[src/sv/scc_pkg.sv]
// Shared types and constants of the sector cache second-chance unit.
// Used by the slot evaluation unit, the top level and the testbench.
// Depends on nothing.
package scc_pkg;

   localparam int TAG_W       = 32;
   localparam int OP_W        = 2;
   localparam int SLOT_OUT_W  = 6;
   localparam int MAX_RESULTS = 64;
   localparam int FOUND_W     = 7;

   localparam logic [OP_W-1:0] OP_ACCESS      = 2'd0;
   localparam logic [OP_W-1:0] OP_FLUSH       = 2'd1;
   localparam logic [OP_W-1:0] OP_FLUSH_EMPTY = 2'd2;

   // One row of the slot RAM: cached sector plus its policy bits.
   typedef struct packed {
      logic [TAG_W-1:0] tag;
      logic             referenced;
      logic             dirty;
   } row_type;

   // What the evaluation unit reports about the row under inspection.
   typedef struct packed {
      logic             match;
      logic             referenced;
      logic             dirty;
      logic [TAG_W-1:0] wb_sector;
   } eval_type;

endpackage

[src/sv/scc_ram.sv]
// Generic simple dual-port RAM with one write port and a registered read port.
// Stand-alone; the unit holds its slot rows in one instance of it.
module scc_ram #(
   parameter int WIDTH = 34,
   parameter int DEPTH = 64
) (
   input  logic                     clock,
   input  logic                     wr_en,
   input  logic [$clog2(DEPTH)-1:0] wr_addr,
   input  logic [WIDTH-1:0]         wr_data,
   input  logic [$clog2(DEPTH)-1:0] rd_addr,
   output logic [WIDTH-1:0]         rd_data
);

   logic [WIDTH-1:0] mem_ff [DEPTH];
   logic [WIDTH-1:0] rd_data_ff;

   always_ff @(posedge clock) begin
      if (wr_en) begin
         mem_ff[wr_addr] <= wr_data;
      end
      rd_data_ff <= mem_ff[rd_addr];
   end

   assign rd_data = rd_data_ff;

endmodule

[src/sv/scc_slot_eval.sv]
// Shared slot evaluation unit: tag compare and policy bit decode of one row.
// Depends on scc_pkg for the row and result types.
module scc_slot_eval (
   input  scc_pkg::row_type            row_in,
   input  logic [scc_pkg::TAG_W-1:0]   sector,
   output scc_pkg::eval_type           eval_out
);

   always_comb begin
      eval_out.match      = (row_in.tag == sector);
      eval_out.referenced = row_in.referenced;
      eval_out.dirty      = row_in.dirty;
      // A clean victim reports a zero sector.
      eval_out.wb_sector  = row_in.dirty ? row_in.tag : '0;
   end

endmodule

[src/sv/sector_cache_second_chance_unit.sv]
// Top level of the sector cache second-chance unit: sequencer around the slot
// RAM and the shared evaluation unit. Depends on scc_pkg, scc_ram, scc_slot_eval.
//
// A request is transferred when start is high and busy is low; busy then stays
// high until every result of that request has been issued. Results appear for
// exactly one cycle each, marked by rsp_valid, and cannot be held off, so the
// receiver must take every result in the cycle in which it is shown. One slot
// row is inspected per clock cycle through the single read port of the slot
// RAM, and that scan sets the request time. An access that hits stops at the
// matching slot; a miss scans all filled slots. When the cache is full a miss
// continues with the second-chance victim scan, which runs at most two passes
// and stops at slot 0 of the second pass at the latest. A flush scans the
// filled slots and issues at most one result per cycle. No clearing pass is
// needed after reset: slots at or above the filled count are never read.
module sector_cache_second_chance_unit #(
   parameter int NUM_SLOTS = 64
) (
   input  logic                                clock,
   input  logic                                reset,
   input  logic                                start,
   output logic                                busy,
   input  logic [scc_pkg::OP_W-1:0]            req_op,
   input  logic [scc_pkg::TAG_W-1:0]           req_sector,
   input  logic                                req_make_dirty,
   output logic                                rsp_valid,
   output logic                                rsp_hit,
   output logic [scc_pkg::SLOT_OUT_W-1:0]      rsp_slot,
   output logic                                rsp_fill_needed,
   output logic                                rsp_writeback_valid,
   output logic [scc_pkg::TAG_W-1:0]           rsp_writeback_sector,
   output logic                                rsp_last
);

   localparam int SLOT_W = $clog2(NUM_SLOTS);
   localparam int CNT_W  = $clog2(NUM_SLOTS + 1);
   localparam int ROW_W  = $bits(scc_pkg::row_type);
   localparam int EXT_W  = SLOT_W + scc_pkg::SLOT_OUT_W;

   typedef enum logic [2:0] {
      ST_IDLE,
      ST_LOOKUP,
      ST_VICTIM,
      ST_FLUSH,
      ST_FLUSH_END
   } state_type;

   // Sequencer state and the request held while it is being served.
   state_type                      state_ff, state_in;
   logic [scc_pkg::OP_W-1:0]       op_ff, op_in;
   logic [scc_pkg::TAG_W-1:0]      sector_ff, sector_in;
   logic                           make_dirty_ff, make_dirty_in;
   logic [CNT_W-1:0]               filled_ff, filled_in;

   // Scan pipeline: issue_ff addresses the RAM, chk_* tags the row that returns.
   logic [CNT_W-1:0]               issue_ff, issue_in;
   logic                           chk_valid_ff, chk_valid_in;
   logic [SLOT_W-1:0]              chk_idx_ff, chk_idx_in;

   // Flush bookkeeping: one dirty slot is held back so that the final result
   // of a flush can carry the last flag.
   logic [scc_pkg::FOUND_W-1:0]    found_ff, found_in;
   logic                           pend_valid_ff, pend_valid_in;
   logic [SLOT_W-1:0]              pend_slot_ff, pend_slot_in;
   logic [scc_pkg::TAG_W-1:0]      pend_sector_ff, pend_sector_in;

   // Result registers.
   logic                           rsp_valid_ff, rsp_valid_in;
   logic                           rsp_hit_ff, rsp_hit_in;
   logic [scc_pkg::SLOT_OUT_W-1:0] rsp_slot_ff, rsp_slot_in;
   logic                           rsp_fill_ff, rsp_fill_in;
   logic                           rsp_wbv_ff, rsp_wbv_in;
   logic [scc_pkg::TAG_W-1:0]      rsp_wbs_ff, rsp_wbs_in;
   logic                           rsp_last_ff, rsp_last_in;

   // Slot RAM ports and the evaluation of the returned row.
   logic                           ram_wr_en;
   logic [SLOT_W-1:0]              ram_wr_addr;
   scc_pkg::row_type               ram_wr_data;
   logic [ROW_W-1:0]               ram_rd_data;
   scc_pkg::row_type               rd_row;
   scc_pkg::eval_type              eval;

   // Slot indices widened so that the low six bits can be reported.
   logic [EXT_W-1:0]               chk_ext;
   logic [EXT_W-1:0]               fill_ext;
   logic [EXT_W-1:0]               pend_ext;

   assign rd_row   = scc_pkg::row_type'(ram_rd_data);
   assign chk_ext  = {{scc_pkg::SLOT_OUT_W{1'b0}}, chk_idx_ff};
   assign fill_ext = {{scc_pkg::SLOT_OUT_W{1'b0}}, filled_ff[SLOT_W-1:0]};
   assign pend_ext = {{scc_pkg::SLOT_OUT_W{1'b0}}, pend_slot_ff};

   scc_ram #(
      .WIDTH (ROW_W),
      .DEPTH (NUM_SLOTS)
   ) u_ram (
      .clock   (clock),
      .wr_en   (ram_wr_en),
      .wr_addr (ram_wr_addr),
      .wr_data (ram_wr_data),
      .rd_addr (issue_ff[SLOT_W-1:0]),
      .rd_data (ram_rd_data)
   );

   scc_slot_eval u_eval (
      .row_in   (rd_row),
      .sector   (sector_ff),
      .eval_out (eval)
   );

   always_comb begin
      state_in       = state_ff;
      op_in          = op_ff;
      sector_in      = sector_ff;
      make_dirty_in  = make_dirty_ff;
      filled_in      = filled_ff;
      issue_in       = issue_ff;
      chk_valid_in   = 1'b0;
      chk_idx_in     = chk_idx_ff;
      found_in       = found_ff;
      pend_valid_in  = pend_valid_ff;
      pend_slot_in   = pend_slot_ff;
      pend_sector_in = pend_sector_ff;

      rsp_valid_in   = 1'b0;
      rsp_hit_in     = rsp_hit_ff;
      rsp_slot_in    = rsp_slot_ff;
      rsp_fill_in    = rsp_fill_ff;
      rsp_wbv_in     = rsp_wbv_ff;
      rsp_wbs_in     = rsp_wbs_ff;
      rsp_last_in    = rsp_last_ff;

      ram_wr_en      = 1'b0;
      ram_wr_addr    = chk_idx_ff;
      ram_wr_data    = rd_row;

      unique case (state_ff)
         ST_IDLE: begin
            if (start) begin
               op_in         = req_op;
               sector_in     = req_sector;
               make_dirty_in = req_make_dirty;
               issue_in      = '0;
               found_in      = '0;
               pend_valid_in = 1'b0;
               unique case (req_op)
                  scc_pkg::OP_ACCESS:      state_in = ST_LOOKUP;
                  scc_pkg::OP_FLUSH,
                  scc_pkg::OP_FLUSH_EMPTY: state_in = ST_FLUSH;
                  default:                 state_in = ST_IDLE;
               endcase
            end
         end

         ST_LOOKUP: begin
            if (issue_ff < filled_ff) begin
               issue_in     = issue_ff + CNT_W'(1);
               chk_valid_in = 1'b1;
               chk_idx_in   = issue_ff[SLOT_W-1:0];
            end
            if (chk_valid_ff) begin
               if (eval.match) begin
                  // Hit: mark referenced and fold in the write flag.
                  ram_wr_en              = 1'b1;
                  ram_wr_data.referenced = 1'b1;
                  ram_wr_data.dirty      = rd_row.dirty | make_dirty_ff;
                  rsp_valid_in           = 1'b1;
                  rsp_hit_in             = 1'b1;
                  rsp_slot_in            = chk_ext[scc_pkg::SLOT_OUT_W-1:0];
                  rsp_fill_in            = 1'b0;
                  rsp_wbv_in             = 1'b0;
                  rsp_wbs_in             = '0;
                  rsp_last_in            = 1'b1;
                  state_in               = ST_IDLE;
               end
            end else if (issue_ff == filled_ff) begin
               if (filled_ff < CNT_W'(NUM_SLOTS)) begin
                  // Miss with a free slot: take the next one in order.
                  ram_wr_en              = 1'b1;
                  ram_wr_addr            = filled_ff[SLOT_W-1:0];
                  ram_wr_data.tag        = sector_ff;
                  ram_wr_data.referenced = 1'b1;
                  ram_wr_data.dirty      = make_dirty_ff;
                  filled_in              = filled_ff + CNT_W'(1);
                  rsp_valid_in           = 1'b1;
                  rsp_hit_in             = 1'b0;
                  rsp_slot_in            = fill_ext[scc_pkg::SLOT_OUT_W-1:0];
                  rsp_fill_in            = 1'b1;
                  rsp_wbv_in             = 1'b0;
                  rsp_wbs_in             = '0;
                  rsp_last_in            = 1'b1;
                  state_in               = ST_IDLE;
               end else begin
                  issue_in = '0;
                  state_in = ST_VICTIM;
               end
            end
         end

         ST_VICTIM: begin
            // The scan wraps round; after one pass every reference bit is clear.
            if (issue_ff == CNT_W'(NUM_SLOTS - 1)) begin
               issue_in = '0;
            end else begin
               issue_in = issue_ff + CNT_W'(1);
            end
            chk_valid_in = 1'b1;
            chk_idx_in   = issue_ff[SLOT_W-1:0];
            if (chk_valid_ff) begin
               ram_wr_en = 1'b1;
               if (eval.referenced) begin
                  ram_wr_data.referenced = 1'b0;
               end else begin
                  ram_wr_data.tag        = sector_ff;
                  ram_wr_data.referenced = 1'b1;
                  ram_wr_data.dirty      = make_dirty_ff;
                  rsp_valid_in           = 1'b1;
                  rsp_hit_in             = 1'b0;
                  rsp_slot_in            = chk_ext[scc_pkg::SLOT_OUT_W-1:0];
                  rsp_fill_in            = 1'b1;
                  rsp_wbv_in             = eval.dirty;
                  rsp_wbs_in             = eval.wb_sector;
                  rsp_last_in            = 1'b1;
                  state_in               = ST_IDLE;
               end
            end
         end

         ST_FLUSH: begin
            if (issue_ff < filled_ff) begin
               issue_in     = issue_ff + CNT_W'(1);
               chk_valid_in = 1'b1;
               chk_idx_in   = issue_ff[SLOT_W-1:0];
            end
            if (chk_valid_ff) begin
               if (eval.dirty) begin
                  ram_wr_en         = 1'b1;
                  ram_wr_data.dirty = 1'b0;
                  // The slot held back so far is now known not to be the last.
                  if (pend_valid_ff) begin
                     rsp_valid_in = 1'b1;
                     rsp_hit_in   = 1'b0;
                     rsp_slot_in  = pend_ext[scc_pkg::SLOT_OUT_W-1:0];
                     rsp_fill_in  = 1'b0;
                     rsp_wbv_in   = 1'b1;
                     rsp_wbs_in   = pend_sector_ff;
                     rsp_last_in  = 1'b0;
                  end
                  pend_valid_in  = 1'b1;
                  pend_slot_in   = chk_idx_ff;
                  pend_sector_in = rd_row.tag;
                  found_in       = found_ff + scc_pkg::FOUND_W'(1);
                  if (found_in == scc_pkg::FOUND_W'(scc_pkg::MAX_RESULTS)) begin
                     state_in = ST_FLUSH_END;
                  end
               end
            end else if (issue_ff == filled_ff) begin
               state_in = ST_FLUSH_END;
            end
         end

         ST_FLUSH_END: begin
            if (pend_valid_ff) begin
               rsp_valid_in = 1'b1;
               rsp_hit_in   = 1'b0;
               rsp_slot_in  = pend_ext[scc_pkg::SLOT_OUT_W-1:0];
               rsp_fill_in  = 1'b0;
               rsp_wbv_in   = 1'b1;
               rsp_wbs_in   = pend_sector_ff;
               rsp_last_in  = 1'b1;
            end
            pend_valid_in = 1'b0;
            if (op_ff == scc_pkg::OP_FLUSH_EMPTY) begin
               filled_in = '0;
            end
            state_in = ST_IDLE;
         end

         default: begin
            state_in = ST_IDLE;
         end
      endcase
   end

   always_ff @(posedge clock) begin
      if (reset) begin
         state_ff      <= ST_IDLE;
         filled_ff     <= '0;
         issue_ff      <= '0;
         chk_valid_ff  <= 1'b0;
         found_ff      <= '0;
         pend_valid_ff <= 1'b0;
         rsp_valid_ff  <= 1'b0;
      end else begin
         state_ff      <= state_in;
         filled_ff     <= filled_in;
         issue_ff      <= issue_in;
         chk_valid_ff  <= chk_valid_in;
         found_ff      <= found_in;
         pend_valid_ff <= pend_valid_in;
         rsp_valid_ff  <= rsp_valid_in;
      end
      op_ff          <= op_in;
      sector_ff      <= sector_in;
      make_dirty_ff  <= make_dirty_in;
      chk_idx_ff     <= chk_idx_in;
      pend_slot_ff   <= pend_slot_in;
      pend_sector_ff <= pend_sector_in;
      rsp_hit_ff     <= rsp_hit_in;
      rsp_slot_ff    <= rsp_slot_in;
      rsp_fill_ff    <= rsp_fill_in;
      rsp_wbv_ff     <= rsp_wbv_in;
      rsp_wbs_ff     <= rsp_wbs_in;
      rsp_last_ff    <= rsp_last_in;
   end

   assign busy                 = (state_ff != ST_IDLE);
   assign rsp_valid            = rsp_valid_ff;
   assign rsp_hit              = rsp_hit_ff;
   assign rsp_slot             = rsp_slot_ff;
   assign rsp_fill_needed      = rsp_fill_ff;
   assign rsp_writeback_valid  = rsp_wbv_ff;
   assign rsp_writeback_sector = rsp_wbs_ff;
   assign rsp_last             = rsp_last_ff;

endmodule

[config.mk]
export PLATFORM = sky130hd
export DESIGN_NAME = sector_cache_second_chance_unit
export DESIGN_NICKNAME = d
export VERILOG_FILES = /design/src/sv/scc_pkg.sv /design/src/sv/scc_ram.sv /design/src/sv/scc_slot_eval.sv /design/src/sv/sector_cache_second_chance_unit.sv
export SDC_FILE = /design/constraint.sdc
export NUM_CORES = 2
export LEC_CHECK = 0
export BUFFER_PORTS_ARGS = -buffer_cell sky130_fd_sc_hd__buf_2
export CAP_MARGIN = 15
export CORE_AREA = 2 2 487 344
export CTS_BUF_LIST = sky130_fd_sc_hd__clkbuf_2
export DETAILED_ROUTE_END_ITERATION = 8
export DIE_AREA = 0 0 489 346
export GPL_TIMING_DRIVEN = 0
export PLACE_DENSITY = 0.7
export SLEW_MARGIN = 40
export SYNTH_ARGS = -nofsm -noshare
export SYNTH_HDL_FRONTEND = slang
export SYNTH_SLANG_ARGS = --single-unit
[constraint.sdc]
create_clock -name clock -period 8.7 [get_ports clock]
set_input_delay 1.74 -clock clock [delete_from_list [all_inputs] [get_ports clock]]
set_output_delay 1.74 -clock clock [all_outputs]
set_load 0.02 [all_outputs]
==> results_dict.tcl <==
set metrics [dict create \
    status "complete, no violations" \
    cap_violations 0 \
    synth.cell_area_mm2 0.08997 \
    clock_skew_ns 0.1684 \
    finalSetupViolations 0 \
    final.min_clock_period_ns 6.712 \
    dieHeight_um 346 \
    final_max_slew_viol_count 0 \
    hold_depth 1 \
    synth_cells 3849 \
    layout-drive-gt1-share_pct 40.06 \
    grt_antenna_before_repair 22 \
    multi_input_area_mm2 0.01983 \
    ant_nets 0 \
    gp_congestion 0.9431 \
    ioPinCount 82 \
    dp_cells 6337 \
    avgSynthCellArea_um2 23.37 \
    clock_latency_ns 1.80 \
    cellLeakagePower_uw 0.03263 \
    dieArea_mm2 0.1692 \
    worst_slack_ns 1.988 \
    async_reset_ff_share_pct 0 \
    final_common_cell "edfxtp_1" \
    slew_headroom_pct 20.30 \
    reg2reg_setup_slack_ns 1.99 \
    cts_tree "yes" \
    placed_area_mm2 0.09761 \
    core_area_mm2 0.1647 \
    arrival_ns 8.08 \
    timing.final.crit_share_pct 77.15 \
    grt_overflow 0 \
    slowest_stage "nor4_2" \
    start_util_pct 54.63 \
    synthFlopType "edfxtp_1" \
    clock_path_buffers 4 \
    viasPerCell 6.517 \
    critical_path.top_delay_family "buffers and inverters" \
    drtPass1Iterations 9 \
    hp-start "req_sector[20]" \
    required_ns 10.07 \
    pre_cts_ws_ns 2.105 \
    rr_startpoint "issue_ff[0]" \
    crit_path_end_kind "register" \
    reg2regPathDepth 14 \
    synth_edf_count 2297 \
    path_class "reg -> reg" \
    die_w_um 489 \
    final_cells 7318 \
    port-buffer-count 81 \
    power_density_mw_per_mm2 269.5 \
    cts_buffers 552 \
    ir_drop_mv 0.2332 \
    grt_pass1_wl_um 346700 \
    grt_max_degree 65 \
    fillers 11037 \
    hpwl_um 167900 \
    cp_slowest_stage_delay_ns 0.69 \
    holdWs_ns 0.2727 \
    path_max_fanout 14 \
    drt_wl_total_um 251100 \
    root_buffer "clkbuf_2" \
    rsz0062_at_grt "no" \
    hold_viol 0 \
    r2r-end "u_ram.mem_ff[10][19]" \
    worst-slew-pin-transition_ns 1.195 \
    start_kind "register" \
    layout_common_cells "edfxtp_1, clkbuf_2, mux4_2, buf_2, buf_8" \
    vias 47694 \
    wl_per_cell_um 34.32 \
    path_cells "clkbuf_1, clkbuf_2, buf_2, buf_2, inv_1, ha_1, nand3_1, nor4_2, nand2_1, o22ai_2, o21ai_4, nor2_4, buf_16, buf_8" \
    finalSetupTns_ns 0 \
    cts_setup_buffers 0 \
    crit_path_frequent_cell "buf_2" \
    area.sequential_mm2 0.07020 \
    route.detailed.drc 0 \
    layout.nets 4757 \
    area_delta_synth_final_pct 14.41 \
    yosys_warnings 0 \
    path_depth 14 \
    hold_path.class "in -> reg" \
    final_cell_area_mm2 0.1029 \
    first_global_vias 46463 \
    crit_buf_inv 7 \
    fmax_ghz 0.1490 \
    grt.total_usage_pct 29.73 \
    worstHoldEndpoint "sector_ff[20]" \
    synth_cell_type_count 65 \
    drt_iter0_markers 8700 \
    synthesis.nets 3898 \
    ys_seq_area_share_pct 78.02 \
    rows 125 \
    clock_sinks 2358 \
    clk_pin_slew_ns 0.13 \
    synth_seq_cells 2358 \
    htree_levels 6 \
]
## power breakdown
group          leakage, µW  switching, µW  total (µW)  internal, µW
logic              0.00776           4260        6040          1780
clock network      0.00369           4280        6950          2670
registers           0.0212            241       14800         14500
total               0.0326           8780       27700         19000
## cell type report
cell class	count	area share (%)
sequential	2358	68.20
multi-input combinational	1269	19.27
buffer	199	0.8837
tap	2222	2.701
clock buffer	800	3.890
timing repair buffer	305	4.257
inverter	23	0.08509
antenna	19	0.04619
clock inverter	123	0.6710
## state kept, by name, indices dropped and copies added, names as in the netlist, 2 cells and up
name,count
u_ram.mem_ff,2176
sector_ff,32
found_ff,7
pend_slot_ff,6
issue_ff,7
u_ram.rd_data,34
chk_idx_ff,6
rsp_writeback_sector,32
op_ff,2
pend_sector_ff,32
state_ff,3
filled_ff,7
rsp_slot,6
## cell usage after synthesis (2+ instances only)
cell type	instances	area (µm²)
o211ai_1	3	22.52
nor4_1	17	106.4
edfxtp_1	2297	68980
nand3b_1	2	15.01
a22o_1	34	297.8
or2_2	3	18.77
a211oi_1	26	195.2
mux2i_1	25	250.2
a41oi_1	2	17.52
a31oi_1	8	50.05
o22ai_1	60	375.4
buf_1	11	41.29
nand2_1	25	93.84
a221o_1	2	20.02
nor2b_1	28	175.2
nor4b_1	2	17.52
a21o_1	3	22.52
a21oi_1	42	210.2
mux4_2	658	14820
or4_1	2	15.01
xor2_1	32	280.3
o21ai_0	15	75.07
nand2b_1	12	75.07
a221oi_1	3	26.28
nor2_1	126	473.0
xnor2_1	7	61.31
dfxtp_1	61	1221
nand4_1	8	50.05
a222oi_1	6	60.06
a31o_2	2	17.52
nor3_1	9	45.04
buf_2	79	395.4
and3_1	6	37.54
mux2_2	33	371.6
o21bai_1	2	15.01
inv_2	2	7.510
o21ai_1	9	45.04
clkinv_1	2	7.510
a22oi_1	11	82.58
nor3b_1	2	15.01
ha_1	11	137.6
inv_1	19	71.32
clkbuf_1	108	405.4
nand3_1	11	55.05
and2_1	3	18.77
## metrics by stage
stage	util, %	total power (µW)
final	62.50	27740
after global placement	56.56	20260
after CTS	62.32	27580
after detailed placement	59.27	20790
after floorplan	-	17970
after global routing	62.49	28660
## routing by layer
layer	global-route usage, %	wire length, µm
met1	43.87	96070
met2	39.27	105100
met3	14.00	43890
met4	9.496	5988
met5	0	65
## cell families (layout without fill, tap and decap cells)
group | after synthesis | after routing | synth area share (%)
DFF | 2358 | 2358 | 78.02
muxes | 717 | 717 | 17.18
and+or+nand+nor | 265 | 265 | 1.438
AOI/OAI and AO/OA | 237 | 237 | 1.793
buffers and inverters | 222 | 1450 | 1.037
xor gates and xnor gates | 39 | 39 | 0.3797
adders and majority gates | 11 | 11 | 0.1530
other | 0 | 19 | 0
## how the worst max path moves through the flow
stage                       start                   end
global route          issue_ff[0]  u_ram.mem_ff[18][21]
CTS                   issue_ff[0]  u_ram.mem_ff[18][21]
global placement    sector_ff[25]   u_ram.mem_ff[12][1]
detailed placement    issue_ff[0]  u_ram.mem_ff[18][25]
floorplan             issue_ff[0]             rsp_valid
finish                issue_ff[0]  u_ram.mem_ff[10][19]
## worst reg2reg max path: stages, from the launching register on
cell and delay, ns:
dfxtp_1 0.44, clkbuf_1 0.30, clkbuf_2 0.50, buf_2 0.53
buf_2 0.44, inv_1 0.24, ha_1 0.35, nand3_1 0.24
nor4_2 0.69, nand2_1 0.55, o22ai_2 0.69, o21ai_4 0.34
nor2_4 0.60, buf_16 0.25, buf_8 0.19
## what timing repair did
action / CTS / global route
hold buffers: 32 / 0
resized for setup: 0 / 0
hold endpoints to repair: 32 / 0
Power figures use the tool's default switching activity.
